$ cat src/rtl/bls_pkg.sv
// Shared types and constants for the breathing LED status PWM block.
// Holds the microcode word layout, step addresses, register indexes and
// state class codes. No dependencies.
package bls_pkg;

  localparam int unsigned SwW     = 26;
  localparam int unsigned PerW    = 16;
  localparam int unsigned StpW    = 10;
  localparam int unsigned ElW     = 16;
  localparam int unsigned ClsW    = 3;
  localparam int unsigned CfgIdxW = 3;
  localparam int unsigned CfgW    = 26;
  localparam int unsigned PcW     = 4;
  localparam int unsigned DivCntW = 5;

  localparam logic [DivCntW-1:0] DivSteps = DivCntW'(SwW);

  // register indexes
  localparam logic [CfgIdxW-1:0] REG_SLOW_PERIOD  = 3'd0;
  localparam logic [CfgIdxW-1:0] REG_SLOW_STEPS   = 3'd1;
  localparam logic [CfgIdxW-1:0] REG_FAST_PERIOD  = 3'd2;
  localparam logic [CfgIdxW-1:0] REG_FAST_STEPS   = 3'd3;
  localparam logic [CfgIdxW-1:0] REG_WRAP_LIMIT   = 3'd4;
  localparam logic [CfgIdxW-1:0] REG_IDLE_TIMEOUT = 3'd5;

  // register reset values
  localparam logic [PerW-1:0] RST_SLOW_PERIOD  = 16'd5000;
  localparam logic [StpW-1:0] RST_SLOW_STEPS   = 10'd100;
  localparam logic [PerW-1:0] RST_FAST_PERIOD  = 16'd2500;
  localparam logic [StpW-1:0] RST_FAST_STEPS   = 10'd50;
  localparam logic [SwW-1:0]  RST_WRAP_LIMIT   = 26'd50000000;
  localparam logic [SwW-1:0]  RST_IDLE_TIMEOUT = 26'd6000000;

  // state classes; codes above error behave as error
  localparam logic [ClsW-1:0] CLS_DFU         = 3'd0;
  localparam logic [ClsW-1:0] CLS_UPLOAD      = 3'd1;
  localparam logic [ClsW-1:0] CLS_DOWNLOAD    = 3'd2;
  localparam logic [ClsW-1:0] CLS_LOADER_IDLE = 3'd3;
  localparam logic [ClsW-1:0] CLS_ERROR       = 3'd4;

  // step addresses used as jump targets
  localparam logic [PcW-1:0] PC_IDLE   = 4'd0;
  localparam logic [PcW-1:0] PC_DIV_TP = 4'd2;
  localparam logic [PcW-1:0] PC_FINISH = 4'd10;

  typedef enum logic [3:0] {
    OP_NOP        = 4'd0,
    OP_IDLE       = 4'd1,
    OP_SEL_MAIN   = 4'd2,
    OP_DIV_TP     = 4'd3,
    OP_CAP_TP     = 4'd4,
    OP_DIV_QS     = 4'd5,
    OP_CAP_QS     = 4'd6,
    OP_MUL        = 4'd7,
    OP_DIV_DS     = 4'd8,
    OP_CAP_DS     = 4'd9,
    OP_SEL_SECOND = 4'd10,
    OP_FINISH     = 4'd11
  } op_e;

  typedef enum logic [2:0] {
    C_NEXT     = 3'd0,
    C_WAIT_IN  = 3'd1,
    C_WAIT_DIV = 3'd2,
    C_WAIT_OUT = 3'd3,
    C_JMP_CONST = 3'd4,
    C_JMP_LOOP = 3'd5,
    C_JUMP     = 3'd6
  } cond_e;

  typedef struct packed {
    op_e            op;
    cond_e          cond;
    logic [PcW-1:0] target;
  } ucode_t;

  // status flags the sequencer branches on
  typedef struct packed {
    logic in_valid;
    logic div_busy;
    logic out_free;
    logic main_const;
    logic second_loop;
  } seq_cond_t;

  // current step as seen by the datapath
  typedef struct packed {
    op_e  op;
    logic fire;
  } uop_t;

endpackage

$ cat src/rtl/breathing_led_status_pwm.sv
// Top level of the breathing LED status PWM block: datapath, config
// registers and output register. Uses bls_pkg, bls_seq and bls_div.
//
//  channel | direction | signals                                   | transfer when
//  --------+-----------+-------------------------------------------+------------------------
//  in      | sink      | in_valid_i/in_ready_o, elapsed_us_i,      | in_valid_i & in_ready_o
//          |           | state_class_i                             |
//  out     | source    | out_valid_o/out_ready_i, led_main_on_o,   | out_valid_o & out_ready_i
//          |           | led_second_on_o, jump_request_o           |
//  cfg     | sink      | cfg_valid_i/cfg_ready_o, cfg_index_i,     | cfg_valid_i & cfg_ready_o
//          |           | cfg_data_i                                |
//
// One tick at a time. A breathing channel costs three divisions on the shared
// 26-step restoring divider plus a multiply. A tick works one breathing channel,
// two when uploading, and none in loader idle, where the main channel is held
// on.
// Reset clears the stopwatch, restores the register defaults and empties the
// output register. A stalled result sits in the output register; the next
// tick is accepted and worked on meanwhile, and only the final step holds.
module breathing_led_status_pwm (
  input  logic                       clk_i,
  input  logic                       rst_ni,
  input  logic                       in_valid_i,
  output logic                       in_ready_o,
  input  logic [bls_pkg::ElW-1:0]     elapsed_us_i,
  input  logic [bls_pkg::ClsW-1:0]    state_class_i,
  output logic                       out_valid_o,
  input  logic                       out_ready_i,
  output logic                       led_main_on_o,
  output logic                       led_second_on_o,
  output logic                       jump_request_o,
  input  logic                       cfg_valid_i,
  output logic                       cfg_ready_o,
  input  logic [bls_pkg::CfgIdxW-1:0] cfg_index_i,
  input  logic [bls_pkg::CfgW-1:0]    cfg_data_i
);
  import bls_pkg::*;

  // configuration
  logic [PerW-1:0] slow_per_q, fast_per_q;
  logic [StpW-1:0] slow_stp_q, fast_stp_q;
  logic [SwW-1:0]  wrap_q, tmo_q;

  // datapath
  logic [SwW-1:0]  sw_q;
  logic [ClsW-1:0] cls_q;
  logic [PerW-1:0] per_q, r1_q;
  logic [StpW-1:0] stp_q, step_q;
  logic [SwW-1:0]  q1_q, prod_q;
  logic            odd_q, chan_q, main_q, second_q;

  // output register
  logic out_valid_q, main_out_q, second_out_q, jump_out_q;

  seq_cond_t       cond;
  uop_t            uop;
  logic            div_start, div_busy;
  logic [SwW-1:0]  div_dividend, div_quot;
  logic [PerW-1:0] div_divisor, div_rem;

  logic [PerW-1:0] slow_per_nz, fast_per_nz, duty, duty_eff;
  logic [StpW-1:0] slow_stp_nz, fast_stp_nz;
  logic [SwW-1:0]  sw_wrapped;
  logic            is_const, is_err, out_free;

  // a period or step count written as zero acts as one
  assign slow_per_nz = (slow_per_q == '0) ? PerW'(1) : slow_per_q;
  assign fast_per_nz = (fast_per_q == '0) ? PerW'(1) : fast_per_q;
  assign slow_stp_nz = (slow_stp_q == '0) ? StpW'(1) : slow_stp_q;
  assign fast_stp_nz = (fast_stp_q == '0) ? StpW'(1) : fast_stp_q;

  assign is_const = (cls_q == CLS_LOADER_IDLE);
  assign is_err   = (cls_q >= CLS_ERROR);
  assign out_free = !out_valid_q || out_ready_i;

  assign cond = '{in_valid:    in_valid_i,
                  div_busy:    div_busy,
                  out_free:    out_free,
                  main_const:  is_const,
                  second_loop: !chan_q && (cls_q == CLS_UPLOAD)};

  bls_seq u_seq (
    .clk_i  (clk_i),
    .rst_ni (rst_ni),
    .cond_i (cond),
    .uop_o  (uop)
  );

  // pick divider operands by step
  always_comb begin
    div_start    = 1'b0;
    div_dividend = sw_q;
    div_divisor  = per_q;
    case (uop.op)
      OP_DIV_TP: begin
        div_start = 1'b1;
      end
      OP_DIV_QS: begin
        div_start    = 1'b1;
        div_dividend = q1_q;
        div_divisor  = PerW'(stp_q);
      end
      OP_DIV_DS: begin
        div_start    = 1'b1;
        div_dividend = prod_q;
        div_divisor  = PerW'(stp_q);
      end
      default: begin
        div_start = 1'b0;
      end
    endcase
  end

  bls_div u_div (
    .clk_i      (clk_i),
    .rst_ni     (rst_ni),
    .start_i    (div_start),
    .dividend_i (div_dividend),
    .divisor_i  (div_divisor),
    .busy_o     (div_busy),
    .quot_o     (div_quot),
    .rem_o      (div_rem)
  );

  // duty stays below the period; reverse it on odd sweeps
  assign duty       = div_quot[PerW-1:0];
  assign duty_eff   = odd_q ? (per_q - duty) : duty;
  assign sw_wrapped = (sw_q > wrap_q) ? '0 : sw_q;

  // configuration registers, always ready; unused indexes drop the write
  always_ff @(posedge clk_i or negedge rst_ni) begin
    if (!rst_ni) begin
      slow_per_q <= RST_SLOW_PERIOD;
      slow_stp_q <= RST_SLOW_STEPS;
      fast_per_q <= RST_FAST_PERIOD;
      fast_stp_q <= RST_FAST_STEPS;
      wrap_q     <= RST_WRAP_LIMIT;
      tmo_q      <= RST_IDLE_TIMEOUT;
    end else if (cfg_valid_i) begin
      case (cfg_index_i)
        REG_SLOW_PERIOD:  slow_per_q <= cfg_data_i[PerW-1:0];
        REG_SLOW_STEPS:   slow_stp_q <= cfg_data_i[StpW-1:0];
        REG_FAST_PERIOD:  fast_per_q <= cfg_data_i[PerW-1:0];
        REG_FAST_STEPS:   fast_stp_q <= cfg_data_i[StpW-1:0];
        REG_WRAP_LIMIT:   wrap_q     <= cfg_data_i[SwW-1:0];
        REG_IDLE_TIMEOUT: tmo_q      <= cfg_data_i[SwW-1:0];
        default: begin
        end
      endcase
    end
  end

  // stopwatch and output register
  always_ff @(posedge clk_i or negedge rst_ni) begin
    if (!rst_ni) begin
      sw_q        <= '0;
      out_valid_q <= 1'b0;
    end else begin
      if (uop.fire && uop.op == OP_IDLE) begin
        // wraps modulo 2^26
        sw_q <= sw_q + SwW'(elapsed_us_i);
      end else if (uop.fire && uop.op == OP_FINISH) begin
        sw_q <= sw_wrapped;
      end
      if (uop.fire && uop.op == OP_FINISH) begin
        out_valid_q <= 1'b1;
      end else if (out_ready_i) begin
        out_valid_q <= 1'b0;
      end
    end
  end

  // per-tick working registers
  always_ff @(posedge clk_i) begin
    if (uop.fire) begin
      case (uop.op)
        OP_IDLE: begin
          cls_q  <= state_class_i;
          chan_q <= 1'b0;
        end
        OP_SEL_MAIN: begin
          if (is_const) begin
            main_q   <= 1'b1;
            second_q <= 1'b0;
          end else if (cls_q == CLS_DOWNLOAD) begin
            per_q <= fast_per_nz;
            stp_q <= fast_stp_nz;
          end else begin
            per_q <= slow_per_nz;
            stp_q <= slow_stp_nz;
          end
        end
        OP_CAP_TP: begin
          r1_q <= div_rem;
          q1_q <= div_quot;
        end
        OP_CAP_QS: begin
          step_q <= div_rem[StpW-1:0];
          odd_q  <= div_quot[0];
        end
        OP_MUL: begin
          prod_q <= SwW'(per_q) * SwW'(step_q);
        end
        OP_CAP_DS: begin
          if (chan_q) begin
            second_q <= (r1_q > duty_eff);
          end else begin
            main_q <= (r1_q > duty_eff);
          end
        end
        OP_SEL_SECOND: begin
          // advance to the fast channel once, otherwise settle the second level
          if (!chan_q) begin
            if (cls_q == CLS_UPLOAD) begin
              per_q  <= fast_per_nz;
              stp_q  <= fast_stp_nz;
              chan_q <= 1'b1;
            end else begin
              second_q <= is_err ? main_q : 1'b0;
            end
          end
        end
        OP_FINISH: begin
          main_out_q   <= main_q;
          second_out_q <= second_q;
          jump_out_q   <= (sw_wrapped > tmo_q) && is_const;
        end
        default: begin
        end
      endcase
    end
  end

  assign in_ready_o      = (uop.op == OP_IDLE);
  assign cfg_ready_o     = 1'b1;
  assign out_valid_o     = out_valid_q;
  assign led_main_on_o   = main_out_q;
  assign led_second_on_o = second_out_q;
  assign jump_request_o  = jump_out_q;

endmodule

$ cat src/rtl/bls_div.sv
// Restoring divider, one quotient bit per cycle, for the breathing PWM block.
// 26-bit dividend, 16-bit divisor. Depends on bls_pkg.
module bls_div (
  input  logic                    clk_i,
  input  logic                    rst_ni,
  input  logic                    start_i,
  input  logic [bls_pkg::SwW-1:0]  dividend_i,
  input  logic [bls_pkg::PerW-1:0] divisor_i,
  output logic                    busy_o,
  output logic [bls_pkg::SwW-1:0]  quot_o,
  output logic [bls_pkg::PerW-1:0] rem_o
);
  import bls_pkg::*;

  logic               busy_q, busy_d;
  logic [DivCntW-1:0] cnt_q, cnt_d;
  logic [SwW-1:0]     quo_q, quo_d;
  logic [PerW-1:0]    rem_q, rem_d;
  logic [PerW-1:0]    dvs_q, dvs_d;
  logic [PerW:0]      trial;
  logic               fits;

  assign trial = {rem_q, quo_q[SwW-1]};
  assign fits  = trial >= {1'b0, dvs_q};

  always_comb begin
    busy_d = busy_q;
    cnt_d  = cnt_q;
    quo_d  = quo_q;
    rem_d  = rem_q;
    dvs_d  = dvs_q;
    if (start_i) begin
      busy_d = 1'b1;
      cnt_d  = DivSteps;
      quo_d  = dividend_i;
      rem_d  = '0;
      dvs_d  = divisor_i;
    end else if (busy_q) begin
      quo_d = {quo_q[SwW-2:0], fits};
      rem_d = fits ? PerW'(trial - {1'b0, dvs_q}) : trial[PerW-1:0];
      cnt_d = cnt_q - 1'b1;
      if (cnt_q == DivCntW'(1)) begin
        busy_d = 1'b0;
      end
    end
  end

  always_ff @(posedge clk_i or negedge rst_ni) begin
    if (!rst_ni) begin
      busy_q <= 1'b0;
      cnt_q  <= '0;
    end else begin
      busy_q <= busy_d;
      cnt_q  <= cnt_d;
    end
  end

  always_ff @(posedge clk_i) begin
    quo_q <= quo_d;
    rem_q <= rem_d;
    dvs_q <= dvs_d;
  end

  assign busy_o = busy_q;
  assign quot_o = quo_q;
  assign rem_o  = rem_q;

endmodule

$ cat src/rtl/bls_seq.sv
// Microcode sequencer: step counter, control store and branch logic.
// Depends on bls_pkg for the control word and condition types.
module bls_seq (
  input  logic               clk_i,
  input  logic               rst_ni,
  input  bls_pkg::seq_cond_t cond_i,
  output bls_pkg::uop_t      uop_o
);
  import bls_pkg::*;

  logic [PcW-1:0] pc_q, pc_d;
  ucode_t         uw;
  logic           fire;
  logic [PcW-1:0] pc_inc;

  function automatic ucode_t rom(input logic [PcW-1:0] pc);
    ucode_t w;
    case (pc)
      4'd0:    w = '{op: OP_IDLE,       cond: C_WAIT_IN,   target: PC_IDLE};
      4'd1:    w = '{op: OP_SEL_MAIN,   cond: C_JMP_CONST, target: PC_FINISH};
      4'd2:    w = '{op: OP_DIV_TP,     cond: C_NEXT,      target: PC_IDLE};
      4'd3:    w = '{op: OP_CAP_TP,     cond: C_WAIT_DIV,  target: PC_IDLE};
      4'd4:    w = '{op: OP_DIV_QS,     cond: C_NEXT,      target: PC_IDLE};
      4'd5:    w = '{op: OP_CAP_QS,     cond: C_WAIT_DIV,  target: PC_IDLE};
      4'd6:    w = '{op: OP_MUL,        cond: C_NEXT,      target: PC_IDLE};
      4'd7:    w = '{op: OP_DIV_DS,     cond: C_NEXT,      target: PC_IDLE};
      4'd8:    w = '{op: OP_CAP_DS,     cond: C_WAIT_DIV,  target: PC_IDLE};
      4'd9:    w = '{op: OP_SEL_SECOND, cond: C_JMP_LOOP,  target: PC_DIV_TP};
      4'd10:   w = '{op: OP_FINISH,     cond: C_WAIT_OUT,  target: PC_IDLE};
      default: w = '{op: OP_NOP,        cond: C_JUMP,      target: PC_IDLE};
    endcase
    return w;
  endfunction

  assign uw     = rom(pc_q);
  assign pc_inc = pc_q + 1'b1;

  always_comb begin
    fire = 1'b1;
    pc_d = pc_inc;
    case (uw.cond)
      C_NEXT: begin
        pc_d = pc_inc;
      end
      C_WAIT_IN: begin
        fire = cond_i.in_valid;
        pc_d = fire ? pc_inc : pc_q;
      end
      C_WAIT_DIV: begin
        fire = !cond_i.div_busy;
        pc_d = fire ? pc_inc : pc_q;
      end
      C_WAIT_OUT: begin
        fire = cond_i.out_free;
        pc_d = fire ? uw.target : pc_q;
      end
      C_JMP_CONST: begin
        pc_d = cond_i.main_const ? uw.target : pc_inc;
      end
      C_JMP_LOOP: begin
        pc_d = cond_i.second_loop ? uw.target : pc_inc;
      end
      C_JUMP: begin
        pc_d = uw.target;
      end
      default: begin
        pc_d = PC_IDLE;
      end
    endcase
  end

  always_ff @(posedge clk_i or negedge rst_ni) begin
    if (!rst_ni) begin
      pc_q <= PC_IDLE;
    end else begin
      pc_q <= pc_d;
    end
  end

  assign uop_o = '{op: uw.op, fire: fire};

endmodule
$ cat config.mk
export PLATFORM = sky130hd
export DESIGN_NAME = breathing_led_status_pwm
export DESIGN_NICKNAME = d
export VERILOG_FILES = /design/src/rtl/bls_pkg.sv /design/src/rtl/breathing_led_status_pwm.sv /design/src/rtl/bls_div.sv /design/src/rtl/bls_seq.sv
export SDC_FILE = /design/constraint.sdc
export NUM_CORES = 1
export LEC_CHECK = 0
export BUFFER_PORTS_ARGS = -buffer_cell sky130_fd_sc_hd__buf_2
export CORE_MARGIN = 1
export CORE_UTILIZATION = 55
export CTS_CLUSTER_DIAMETER = 40
export DETAILED_ROUTE_END_ITERATION = 12
export GPL_TIMING_DRIVEN = 0
export PLACE_DENSITY = 0.82
export SLEW_MARGIN = 20
export SYNTH_ARGS = -nofsm -noshare
export SYNTH_HDL_FRONTEND = slang
export SYNTH_SLANG_ARGS = --single-unit
$ cat constraint.sdc
create_clock -name clk_i -period 5.8 [get_ports clk_i]
set_clock_uncertainty 0.15 [all_clocks]
set_input_delay 0.29 -clock clk_i [delete_from_list [all_inputs] [get_ports clk_i]]
set_output_delay 0.29 -clock clk_i [all_outputs]
set_load 0.05 [all_outputs]
* Yosys cells after proc, flatten, opt, wreduce, memory -nomap -nowiden *
Memories as Yosys holds them, arrays and structs flattened.
Index checks and enable logic that the tools add are counted.

storage, ports and cells
  flip-flop bits (word level) = 313
  bits in latches = 0
  RAM bits = 0
  memory bits (read-only) = 144
  input port bits = 53
  output and inout port bits = 6
  word-level logic and storage cells = 166
  memories kept = 1

memories
  memory           depth  width  read ports  clocked after Yosys merged registers in  wr ports  line           text
  (no name shown)  16     9      1           0                                        0         bls_seq.sv:18  case (pc)

operators by class
  add/sub/neg operators = 5
  multipliers = 1
  divide/modulo/power cells = 0
  order comparisons = 5
  equal/unequal tests = 36
  shift-type cells = 0
  mux-type cells = 50
  bitwise logic cells = 0
  reductions and logical operators = 39

operators by type and width
  kind                                                              number
  26-bit 2-to-1 mux                                                 5
  16-bit 2-to-1 mux                                                 8
  10-bit 2-to-1 mux                                                 7
  26-bit > comparator                                               2
  26-bit one-hot mux with 2 select lines                            1
  16-bit zero test                                                  2
  16-bit one-hot mux with 2 select lines                            1
  16-bit subtractor                                                 2
  4-bit one-hot mux with 7 select lines                             1
  26-bit by 16-bit adder with 26-bit output                         1
  16-bit by 10-bit multiplier with 26-bit output                    1
  2-bit AND reduction                                               12
  10-bit zero test                                                  2
  4-bit 2-to-1 mux                                                  5
  2-bit inequality test (second input constant)                     10
  10-bit one-hot mux with 2 select lines                            1
  3-bit by 2-bit == test with 1-bit output (second input constant)  6
  17-bit by 16-bit >= comparator with 1-bit output                  1
  4-bit by 3-bit == test with 1-bit output (second input constant)  4
  4-bit == test (second input constant)                             4
  16-bit > comparator                                               1
  3-bit == test (second input constant)                             5
  1-bit 2-to-1 mux                                                  15
  2-bit nonzero test                                                6
  21 further kinds                                                  33

* Longest topological paths before layout *
Gate-level depths: netlist of run 1.

  word-level depth = 6
  depth in mapped cells = 21
  depth with buffers taken out = 20

* Modules after synthesis *
Synthesis of run 1 repeated with hierarchy kept, for this count alone.

second synthesis, totals
  cell total of the unflattened synthesis = 2146
  area, all modules = 22406.5 µm²

modules (own cells, without submodules)
  module                    instances  cells each  area an instance (µm²)  seq. area each (µm²)
  breathing_led_status_pwm  1          1750        18250.0                 6749.0
  bls_div                   1          326         3565.9                  1731.7
  bls_seq                   1          70          590.6                   100.1

* Least setup slack after synthesis of run 1 *
Ideal clock, no wire load.

  path kind = register -> register
  start = register step_q[1]
  end = register prod_q[23], data pin
  library setup time = 0.262 ns
  arrival time = 5.195 ns
  data required time = 5.388 ns
  slack = 0.192 ns
  cell stages (with the launch flop) = 22
  path buffers = 1
  period minus slack after synthesis = 5.608 ns
  cell sequence = edfxtp_1 clkbuf_1 nand2_1 fa_1 inv_1 fa_1 inv_1 fa_1 inv_1 fa_1 inv_1 fa_1 inv_1 ha_1 a2111oi_0 o21ai_0 a31oi_1 nand2b_1 a31oi_1 a41oi_1 a21oi_1 xor2_1

on the way
  cells in the longest elaborated chain, start to end = 1

ends and longest elaborated chain
  what                                            line                             text
  from (decl)                                     breathing_led_status_pwm.sv:48   logic [StpW-1:0] stp_q, step_q;
  from (signal assigned)                          breathing_led_status_pwm.sv:198  step_q <= div_rem[StpW-1:0];
  16-bit by 10-bit multiplier with 26-bit output  breathing_led_status_pwm.sv:202  prod_q <= SwW'(per_q) * SwW'(step_q);
  to (signal assigned)                            breathing_led_status_pwm.sv:202
  to (decl)                                       breathing_led_status_pwm.sv:49   logic [SwW-1:0] q1_q, prod_q;

No other way between the ends.
A chain may end at the register's enable or synchronous reset.

* Worst setup path after layout of run 1 *
  start = register per_q[5]
  end = register prod_q[24], data pin

on the way
  cells in the longest elaborated chain, start to end = 1

ends and longest elaborated chain
  what                                            line                             text
  from (decl)                                     breathing_led_status_pwm.sv:47   logic [PerW-1:0] per_q, r1_q;
  from (signal assigned)                          breathing_led_status_pwm.sv:186  per_q <= fast_per_nz;
  from (signal assigned)                          breathing_led_status_pwm.sv:189  per_q <= slow_per_nz;
  from (signal assigned)                          breathing_led_status_pwm.sv:215  per_q <= fast_per_nz;
  16-bit by 10-bit multiplier with 26-bit output  breathing_led_status_pwm.sv:202

No other way between the ends.

==> Implementation_results.wiki, run 1 <==
{| class="wikitable"
! Metric !! Value
|-
| Violated checks || setup timing
|-
| Initial Utilization || 56.2%
|-
| Overall track demand over capacity in global routing || 28.9%
|-
| Layout Area Growth over Synthesis || 14.8%
|-
| Final worst path period share || 100%
|-
| Biggest area consumer among synthesized cells || edfxtp_1
|-
| Boundary pin count || 59
|-
| Wire length of the first global-routing pass || 92.0 mm
|-
| Routability Congestion || 0.975
|-
| Vias after detailed routing || 17.2k
|-
| CTS tree || yes
|-
| Number of warnings reported in the yosys synthesis log || 0
|-
| FFs w/ async S/R, synth || 45.0%
|-
| Outcome || complete, but fails checks
|-
| Final Hold Slack || 0.0601 ns
|-
| Total clock sinks || 313
|-
| Die boundary width || 202 um
|-
| Most used cell along the critical path || fa_1
|-
| Buffer cell driving the clock tree root || clkbuf_16
|-
| Post-synth top area share || 21.4%
|-
| Latest clock arrival within the worst-skew pair || 0.55 ns
|-
| Worst setup slack after layout || -0.0105 ns
|-
| Core box area || 39000 um^2
|-
| Count of cell types in the netlist || 82
|-
| Routed length per placed instance || 20.5 um
|-
| Data arrival, critical path || 6.00 ns
|-
| Detailed-route DRC error count || 0
|-
| Commonest register cell after synthesis || edfxtp_1
|-
| Overall die height || 202 um
|-
| Highest fanout seen on the critical path || 9
|-
| Initial detailed-routing violation count || 1445
|-
| Worst path required time || 5.99 ns
|-
| Post-synth design cell area || 21900 um^2
|-
| Number of flip-flops and latches in the synthesized netlist || 313
|-
| Net count of the mapped netlist || 2516
|-
| Complex-gate fraction of the synthesized area || 11.3%
|-
| Port-buffer cells || 57
|-
| Area contributors post-synth || edfxtp_1 (21%), dfrtp_1 (12%), ha_1 (11%)
|-
| Area share of fa/ha/maj cells after synthesis || 20.8%
|-
| Number of buffer and inverter instances along the worst setup path || 6
|-
| Register clock-pin slew on the reported worst setup and hold paths || 0.06 ns
|-
| Core Util, Final || 64.5%
|-
| Number of synthesized flops with an enable pin || 156
|-
| Worst-case clock buffer depth || 3
|-
| DIE AREA || 40700 um^2
|-
| Xor-xnor portion of the synthesized cell area || 2.48%
|-
| Worst relative slew slack || 32.5%
|-
| Leading cell type by number of instances after synthesis || nand2_1
|-
| Total congestion overflow || 0
|-
| Final setup violation count || 1
|-
| Achievable Freq || 0.172 GHz
|-
| Worst slew pin tran || 1.01 ns
|-
| Dominant combinational cell family by area after synthesis || adder cells
|-
| Count of standard-cell rows || 72
|-
| Pin count of the biggest net entering global routing || 102
|-
| TritonCTS Buffers || 38
|-
| Kind of cell adding the most delay to the critical path || adder cells
|-
| Critical setup path kind || flop to flop
|-
| CP endpoint kind || flop
|-
| DPL Wire Length || 42.6 mm
|-
| Remaining antenna violation count after routing || 0
|-
| Antenna cells || 0
|-
| Sequential-to-total area share from yosys stat || 39.2%
|-
| Leading cell types by count after synthesis || nand2_1 (274), inv_1 (242), ha_1 (184)
|-
| Unrepaired setup endpoints after global routing || yes
|-
| Clock period minus worst slack || 5.81 ns
|-
| Gate count of the mapped netlist || 2166
|-
| Total wirelength of the detailed-routed design || 59.1 mm
|-
| Depth of the CTS H-tree || 2
|-
| Cell breakdown of the critical path || buf_6 > nand2_2 > fa_1 > inv_1 > fa_1 > inv_2 > fa_1 > inv_1 > fa_1 > inv_2 > fa_1 > inv_2 > ha_4 > o21a_1 > o211a_1 > a311o_1 > nand2_2 > o31ai_4 > o21ai_1 > o21ai_1 > xor2_1
|-
| Mean instance size in the synthesized netlist || 10.1 um^2
|-
| Launching element type of the critical path || flop
|-
| Vias per std cell || 5.98
|-
| Number of global-route vias before repair || 17.4k
|-
| Share of synthesized area spent on multiplexers || 6.35%
|-
| Hold Crit Class || input pin to flop
|-
| Simple-gate share of the synthesized area || 14.1%
|-
| Setup TNS Final || -0.0105 ns
|-
| Count of max-cap constraint violations || 0
|-
| Hold violation count in the final report || 0
|-
| Router iterations before antenna repair || 5
|-
| Antenna violations before repair || 2
|-
| Delay of the slowest cell on the worst path || 0.54 ns
|-
| Number of nets in the finished design || 2683
|-
| Slowest stage cell, crit path || fa_1
|-
| Final count of pins violating max slew || 0
|-
| Fraction of layout cells with a size suffix above 1 || 16.8%
|}
## sequential cells by signal, indices dropped and copies added (netlist names), 10 cells and up
register,count
prod_q,26
q1_q,26
sw_q,26
tmo_q,26
u_div.quot_o,26
wrap_q,26
fast_per_q,16
per_q,16
r1_q,16
slow_per_q,16
u_div.dvs_q,16
u_div.rem_o,16
fast_stp_q,10
slow_stp_q,10
step_q,10
stp_q,10
## repair_timing
item | in CTS | in global routing
hold endpoints to repair | 223 | 0
gates resized for setup | 42 | 73
pin swaps | 3 | 17
setup endpoints to repair | 13 | 9
hold buffers | 32 | 0
setup buffers | 17 | 21
## worst register-to-register path, delay by kind of cell, from the launching register on
kind                     cells  cell delay [ns]
AO/OA/AOI/OAI                6             1.30
buffers and inverters        6             0.43
flip-flops                   1             0.42
adder cells (fa/ha/maj)      6             2.83
XOR/XNOR                     1             0.28
AND/OR/NAND/NOR              2             0.19
## cell type report
class,count,area (um^2)
plain buffers,76,449
clock buffers,41,962
clock inverters,29,319
fillers,2925,13800
inverters,245,925
multi-input cells,1528,12300
flip-flops and latches,313,8580
well taps,518,648
repair buffers,131,1000
## worst paths after layout
kind | end | slack [ns] | cells past startpoint | startpoint
hold reg to reg | led_second_on_o | 0.28 | 0 | second_q
setup / recovery | prod_q[24] | -0.01 | 21 | per_q[5]
setup reg to reg | prod_q[24] | -0.01 | 21 | per_q[5]
min in group asynchronous | out_valid_o | 0.08 | 2 | rst_ni
max in group asynchronous | fast_per_q[2] | 4.58 | 3 | rst_ni
hold / removal | sw_q[1] | 0.06 | 4 | elapsed_us_i[1]
## through the flow
| step | worst slack, ns | instances | instance area [um^2] |
|---|---|---|---|
| after global routing | -0.205 | 2881 | 25200 |
| final | -0.0105 | 2881 | 25200 |
| after global placement | -0.717 | 2741 | 22900 |
| after floorplan | 0.192 | 2166 | 21900 |
| after detailed placement | -0.839 | 2745 | 22900 |
| after CTS | -0.000956 | 2861 | 24800 |
## placed cells by master, fill, tap and decap left out, types with 30 or more instances in the layout
cell and count:
dfstp_2 38, dlygate4sd3_1 32, buf_4 41, nand2_1 269, and2_1 75, a21oi_1 88, nor2_1 93, nand3_1 30
nor2b_1 48, a21o_1 35, xnor2_1 45, ha_1 179, fa_1 112, edfxtp_1 156, clkbuf_1 39, clkbuf_16 38
mux2_2 97, buf_2 71, inv_1 238, dfrtp_1 103, mux2i_1 30, o21ai_0 136
## routing by layer
layer / wire (um) / share of wire, % / GRT usage (%) / vias up
li1: - / - / - / 7753
met1: 24000 / 41 / 39.0 / 8576
met2: 28400 / 48 / 47.7 / 745
met3: 4660 / 7.9 / 4.13 / 160
met4: 2050 / 3.5 / 9.93 / 2
met5: 14 / 0.024 / 0 / -
## cell families after synthesis
| family | after synthesis |
|---|---|
| AND/OR/NAND/NOR | 642 |
| AO/OA/AOI/OAI | 399 |
| buffers and inverters | 325 |
| flip-flops | 313 |
| adder cells (fa/ha/maj) | 297 |
| multiplexers | 127 |
| XOR/XNOR | 62 |
| other | 1 |
Power of run 1 is not shown: default switching activity piles up to over one toggle a cycle in this logic, so the estimate is an artifact.
==> run 2: changes to the inputs <==
- SKIP_LAST_GASP: not set -> 1
==> Implementation_results.wiki, run 2 (same netlist as run 1, synthesis figures left out) <==
{| class="wikitable"
! Metric !! Value
|-
| Outcome || finished clean
|-
| Die boundary width || 202 um
|-
| Core box area || 39000 um^2
|-
| Worst min-delay path startpoint || elapsed_us_i[1]
|-
| Worst setup slack after layout || 0.0719 ns
|-
| Highest fanout seen on the critical path || 7
|-
| Achievable Freq || 0.175 GHz
|-
| Hold Crit Class || input pin to flop
|-
| Min-Delay Path Depth || 4
|-
| Overall track demand over capacity in global routing || 28.8%
|-
| Layout Area Growth over Synthesis || 15.2%
|-
| Cell breakdown of the critical path || buf_8 > nand2_4 > fa_1 > inv_1 > fa_1 > inv_2 > fa_1 > inv_2 > fa_1 > inv_2 > fa_1 > inv_2 > ha_4 > o21a_1 > o211a_1 > a311o_1 > nand2_2 > o31ai_4 > o21ai_1 > o21ai_1 > xor2_1
|-
| Most used cell along the critical path || fa_1
|-
| Pin count of the biggest net entering global routing || 102
|-
| Setup TNS Final || 0 ns
|-
| Routed length per placed instance || 20.4 um
|-
| Port-buffer cells || 57
|-
| Most frequent cells in the layout || nand2_1 (269), inv_1 (236), ha_1 (178), edfxtp_1 (156), o21ai_0 (136)
|-
| Total wirelength of the detailed-routed design || 59.0 mm
|-
| Kind of cell adding the most delay to the critical path || adder cells
|-
| Unrepaired setup endpoints after global routing || yes
|-
| Worst-case reg-to-reg path depth || 21
|-
| Worst-case clock buffer depth || 3
|-
| Delay of the slowest cell on the worst path || 0.54 ns
|-
| RR Endpoint || prod_q[24]
|-
| Clock period minus worst slack || 5.73 ns
|-
| DPL Wire Length || 42.6 mm
|-
| Final setup violation count || 0
|-
| CTS tree || yes
|-
| Worst slew pin tran || 0.995 ns
|-
| Launching element type of the critical path || flop
|-
| Overall die height || 202 um
|-
| Most common cell after layout, fill and taps aside || nand2_1
|-
| Number of buffer and inverter instances along the worst setup path || 6
|-
| Hold Path Sink || sw_q[1]
|-
| Hold violation count in the final report || 0
|-
| Number of nets in the finished design || 2691
|-
| Slowest stage cell, crit path || fa_1
|-
| Number of placed cells counting well taps || 2745
|-
| Wire length of the first global-routing pass || 92.0 mm
|-
| Latest clock arrival within the worst-skew pair || 0.55 ns
|-
| Routability Congestion || 0.975
|-
| Register clock-pin slew on the reported worst setup and hold paths || 0.06 ns
|-
| Depth of the CTS H-tree || 2
|-
| Worst relative slew slack || 33.4%
|-
| Router iterations before antenna repair || 6
|-
| DIE AREA || 40700 um^2
|-
| Antenna violations before repair || 2
|-
| Worst path required time || 5.99 ns
|-
| Data arrival, critical path || 5.92 ns
|-
| TritonCTS Buffers || 38
|-
| Fraction of layout cells with a size suffix above 1 || 17.2%
|-
| FF-to-FF setup slack || 0.07 ns
|-
| Boundary pin count || 59
|-
| Total congestion overflow || 0
|-
| Vias per std cell || 5.95
|-
| Count of max-cap constraint violations || 0
|-
| Initial detailed-routing violation count || 1328
|-
| Antenna cells || 0
|-
| Initial Utilization || 56.2%
|-
| Worst slack at placement || -0.839 ns
|-
| Vias after detailed routing || 17.2k
|-
| Cell Count, Final, Fillers Out || 2889
|-
| Final count of pins violating max slew || 0
|-
| Remaining antenna violation count after routing || 0
|-
| Critical setup path kind || flop to flop
|-
| CP endpoint kind || flop
|-
| Launch point of the critical path || per_q[6]
|-
| Count of standard-cell rows || 72
|-
| Core Util, Final || 64.7%
|-
| Reg-to-Reg Start || per_q[6]
|-
| Final worst path period share || 98.8%
|-
| Number of global-route vias before repair || 17.4k
|-
| Detailed-route DRC error count || 0
|-
| Buffer cell driving the clock tree root || clkbuf_16
|-
| Total clock sinks || 313
|}
run 2: metrics by stage:
| step | instance area, um^2 | hold slack, ns |
|---|---|---|
| after global routing | 25200 | 0.0910 |
| after floorplan | 21900 | -0.156 |
| after CTS | 24800 | 0.0468 |
| after detailed placement | 22900 | 0.0567 |
| after global placement | 22900 | 0.275 |
| final | 25200 | 0.0594 |
run 2: what timing repair did:
item	in CTS	in global routing
pin swaps	3	26
hold buffers	32	0
buffers inserted	17	29
endpoints found under the setup margin	13	9
gates resized for setup	39	88
endpoints found under the hold margin	223	0
run 2: worst max path at each step:
stage	to	slack (ns)	depth (start not counted)
finish	prod_q[24]	0.07	21
floorplan	prod_q[23]	0.19	21
detailed placement	prod_q[25]	-0.84	21
global route	prod_q[24]	-0.09	19
CTS	prod_q[25]	-0.01	21
global placement	prod_q[25]	-0.72	21
run 2: area by class of cell:
cell class	instances	area, um^2
multi-input cells	1528	12300
well taps	518	648
plain buffers	76	452
fillers	2899	13800
inverters	245	925
repair buffers	139	1070
clock inverters	29	319
flip-flops and latches	313	8580
clock buffers	41	962
run 2: worst register-to-register path, stage by stage, from the launching register on:
cell and delay [ns]:
edfxtp_1 0.46, buf_8 0.19, nand2_4 0.07, fa_1 0.49, inv_1 0.05, fa_1 0.50
inv_2 0.04, fa_1 0.49, inv_2 0.04, fa_1 0.54, inv_2 0.05, fa_1 0.53
inv_2 0.06, ha_4 0.26, o21a_1 0.16, o211a_1 0.23, a311o_1 0.26, nand2_2 0.11
o31ai_4 0.31, o21ai_1 0.12, o21ai_1 0.17, xor2_1 0.27
run 2: layer usage:
metal | vias to the layer above | track usage [%] | share of wire, %
met1 | 8531 | 39.0 | 40
li1 | 7778 | - | -
met5 | - | 0 | 0.024
met2 | 736 | 47.6 | 48
met3 | 150 | 4.10 | 8.1
met4 | 2 | 9.82 | 3.4
Power of run 2 is left out for the same reason.
==> run 3: changes to the inputs <==
- CORE_UTILIZATION: 55 -> 36
- CTS_BUF_LIST: not set -> sky130_fd_sc_hd__clkbuf_4 sky130_fd_sc_hd__clkbuf_8 sky130_fd_sc_hd__clkbuf_16
- PLACE_DENSITY: 0.82 -> 0.61
- SLEW_MARGIN: 20 -> not set
==> Implementation_results.wiki, run 3 (same netlist as run 1, synthesis figures left out) <==
{| class="wikitable"
! Metric !! Value
|-
| Highest fanout seen on the critical path || 4
|-
| Worst relative slew slack || 18.3%
|-
| Wire length of the first global-routing pass || 93.6 mm
|-
| Unrepaired setup endpoints after global routing || yes
|-
| Count of standard-cell rows || 90
|-
| Worst setup slack after layout || 0.133 ns
|-
| Total congestion overflow || 0
|-
| Buffer cell driving the clock tree root || clkbuf_16
|-
| Detailed-route DRC error count || 0
|-
| Antenna violations before repair || 3
|-
| DIE AREA || 61900 um^2
|-
| Cell breakdown of the critical path || buf_6 > buf_4 > buf_4 > nand2_1 > fa_1 > fa_1 > inv_2 > fa_2 > fa_1 > inv_2 > fa_1 > inv_1 > ha_4 > a21oi_2 > o21ai_4 > a31oi_4 > nand2b_4 > a31oi_4 > a41oi_2 > buf_4 > a21oi_1 > xor2_1
|-
| Die boundary width || 249 um
|-
| Fillers || 5605
|-
| Layout Area Growth over Synthesis || 18.3%
|-
| Register clock-pin slew on the reported worst setup and hold paths || 0.06 ns
|-
| Port-buffer cells || 57
|-
| Routed length per placed instance || 19.0 um
|-
| Boundary pin count || 59
|-
| Number of placed cells counting well taps || 3010
|-
| Data arrival, critical path || 5.81 ns
|-
| Routability Congestion || 0.905
|-
| Kind of cell adding the most delay to the critical path || adder cells
|-
| Antenna cells || 0
|-
| Launching element type of the critical path || flop
|-
| Clock period minus worst slack || 5.67 ns
|-
| Initial detailed-routing violation count || 1224
|-
| Achievable Freq || 0.176 GHz
|-
| Overall track demand over capacity in global routing || 19.2%
|-
| Worst slack at placement || -0.852 ns
|-
| Vias per std cell || 5.22
|-
| Hold Crit Class || input pin to flop
|-
| Worst path required time || 5.95 ns
|-
| Critical setup path kind || flop to flop
|-
| Total wirelength of the detailed-routed design || 60.3 mm
|-
| Uppermost layer routed || met5
|-
| Most used cell along the critical path || fa_1
|-
| Remaining antenna violation count after routing || 0
|-
| Total clock sinks || 313
|-
| Worst-case reg-to-reg path depth || 22
|-
| Slowest stage cell, crit path || fa_1
|-
| Vias after detailed routing || 16.6k
|-
| Fraction of layout cells with a size suffix above 1 || 18.0%
|-
| Outcome || finished clean
|-
| Final non-filler cell area || 25900 um^2
|-
| Post-detailed-placement cell area || 23300 um^2
|-
| Core box area || 60200 um^2
|-
| Levels on crit path || 22
|-
| Router iterations before antenna repair || 8
|-
| Routed wire length on met3 || 3.34 mm
|-
| Initial Utilization || 36.4%
|-
| Final count of pins violating max slew || 0
|-
| Delay of the slowest cell on the worst path || 0.55 ns
|-
| TritonCTS Buffers || 47
|-
| Most common cell after layout, fill and taps aside || nand2_1
|-
| Depth of the CTS H-tree || 2
|-
| Min-Delay Path Depth || 4
|-
| Number of buffer and inverter instances along the worst setup path || 7
|-
| Metal1 wirelength || 26.8 mm
|-
| Most frequent cells in the layout || nand2_1 (273), inv_1 (238), ha_1 (180), edfxtp_1 (156), o21ai_0 (136)
|-
| Overall die height || 249 um
|-
| Cell Count, Final, Fillers Out || 3181
|-
| Number of nets in the finished design || 2710
|-
| Worst slew pin tran || 1.22 ns
|-
| Number of global-route vias before repair || 16.9k
|-
| Hold violation count in the final report || 0
|-
| Latest clock arrival within the worst-skew pair || 0.56 ns
|-
| DR WL met2 || 28.7 mm
|-
| CP endpoint kind || flop
|-
| Count of max-cap constraint violations || 0
|-
| CTS tree || yes
|-
| DPL Wire Length || 44.9 mm
|-
| Final Hold Slack || 0.0527 ns
|-
| Final worst path period share || 97.7%
|-
| Final setup violation count || 0
|-
| Pin count of the biggest net entering global routing || 95
|-
| Worst-case clock buffer depth || 3
|}
-- run 3: metal layers --
| layer | track usage [%] | vias to the layer above |
|---|---|---|
| li1 | - | 7819 |
| met1 | 25.9 | 8270 |
| met2 | 32.1 | 412 |
| met3 | 3.13 | 105 |
| met4 | 5.02 | 2 |
| met5 | 0 | - |
-- run 3: final cells by class --
cell class / instances / area (um^2) / area share, %
buffer: 77 / 439 / 1.69
clock inverter: 30 / 302 / 1.16
inverter: 245 / 925 / 3.57
tap: 782 / 978 / 3.77
clock buffer: 58 / 1280 / 4.93
timing repair buffer: 148 / 1130 / 4.37
multi-input combinational: 1528 / 12300 / 47.4
sequential: 313 / 8580 / 33.1
-- run 3: tightest hold or removal path, cell delays in order --
cell	delay [ns]
buf_2	0.11
inv_1	0.07
fa_1	0.16
o21ai_1	0.07
-- run 3: per-stage QoR --
| step | setup TNS [ns] | utilization, % |
|---|---|---|
| finish | 0 | 43.0 |
| global route | -0.153 | 43.0 |
| CTS | 0 | 42.3 |
| detailed placement | -6.32 | 38.7 |
| global placement | -5.95 | 38.5 |
| floorplan | 0 | - |
-- run 3: what timing repair did --
item / in CTS / in global routing
gates resized for setup: 42 / 67
setup buffers: 29 / 25
pin swaps: 1 / 21
endpoints found under the hold margin: 155 / 0
endpoints found under the setup margin: 13 / 7
hold buffers: 32 / 0
-- run 3: worst paths after layout --
kind / slack (ns) / end / start
setup reg to reg: 0.13 / prod_q[23] / step_q[8]
hold reg to reg: 0.29 / led_second_on_o / second_q
hold / removal: 0.05 / sw_q[1] / elapsed_us_i[1]
min in group asynchronous: 0.08 / wrap_q[11] / rst_ni
max in group asynchronous: 4.58 / u_seq.pc_q[3] / rst_ni
setup / recovery: 0.13 / prod_q[23] / step_q[8]
Power of run 3 is left out for the same reason.
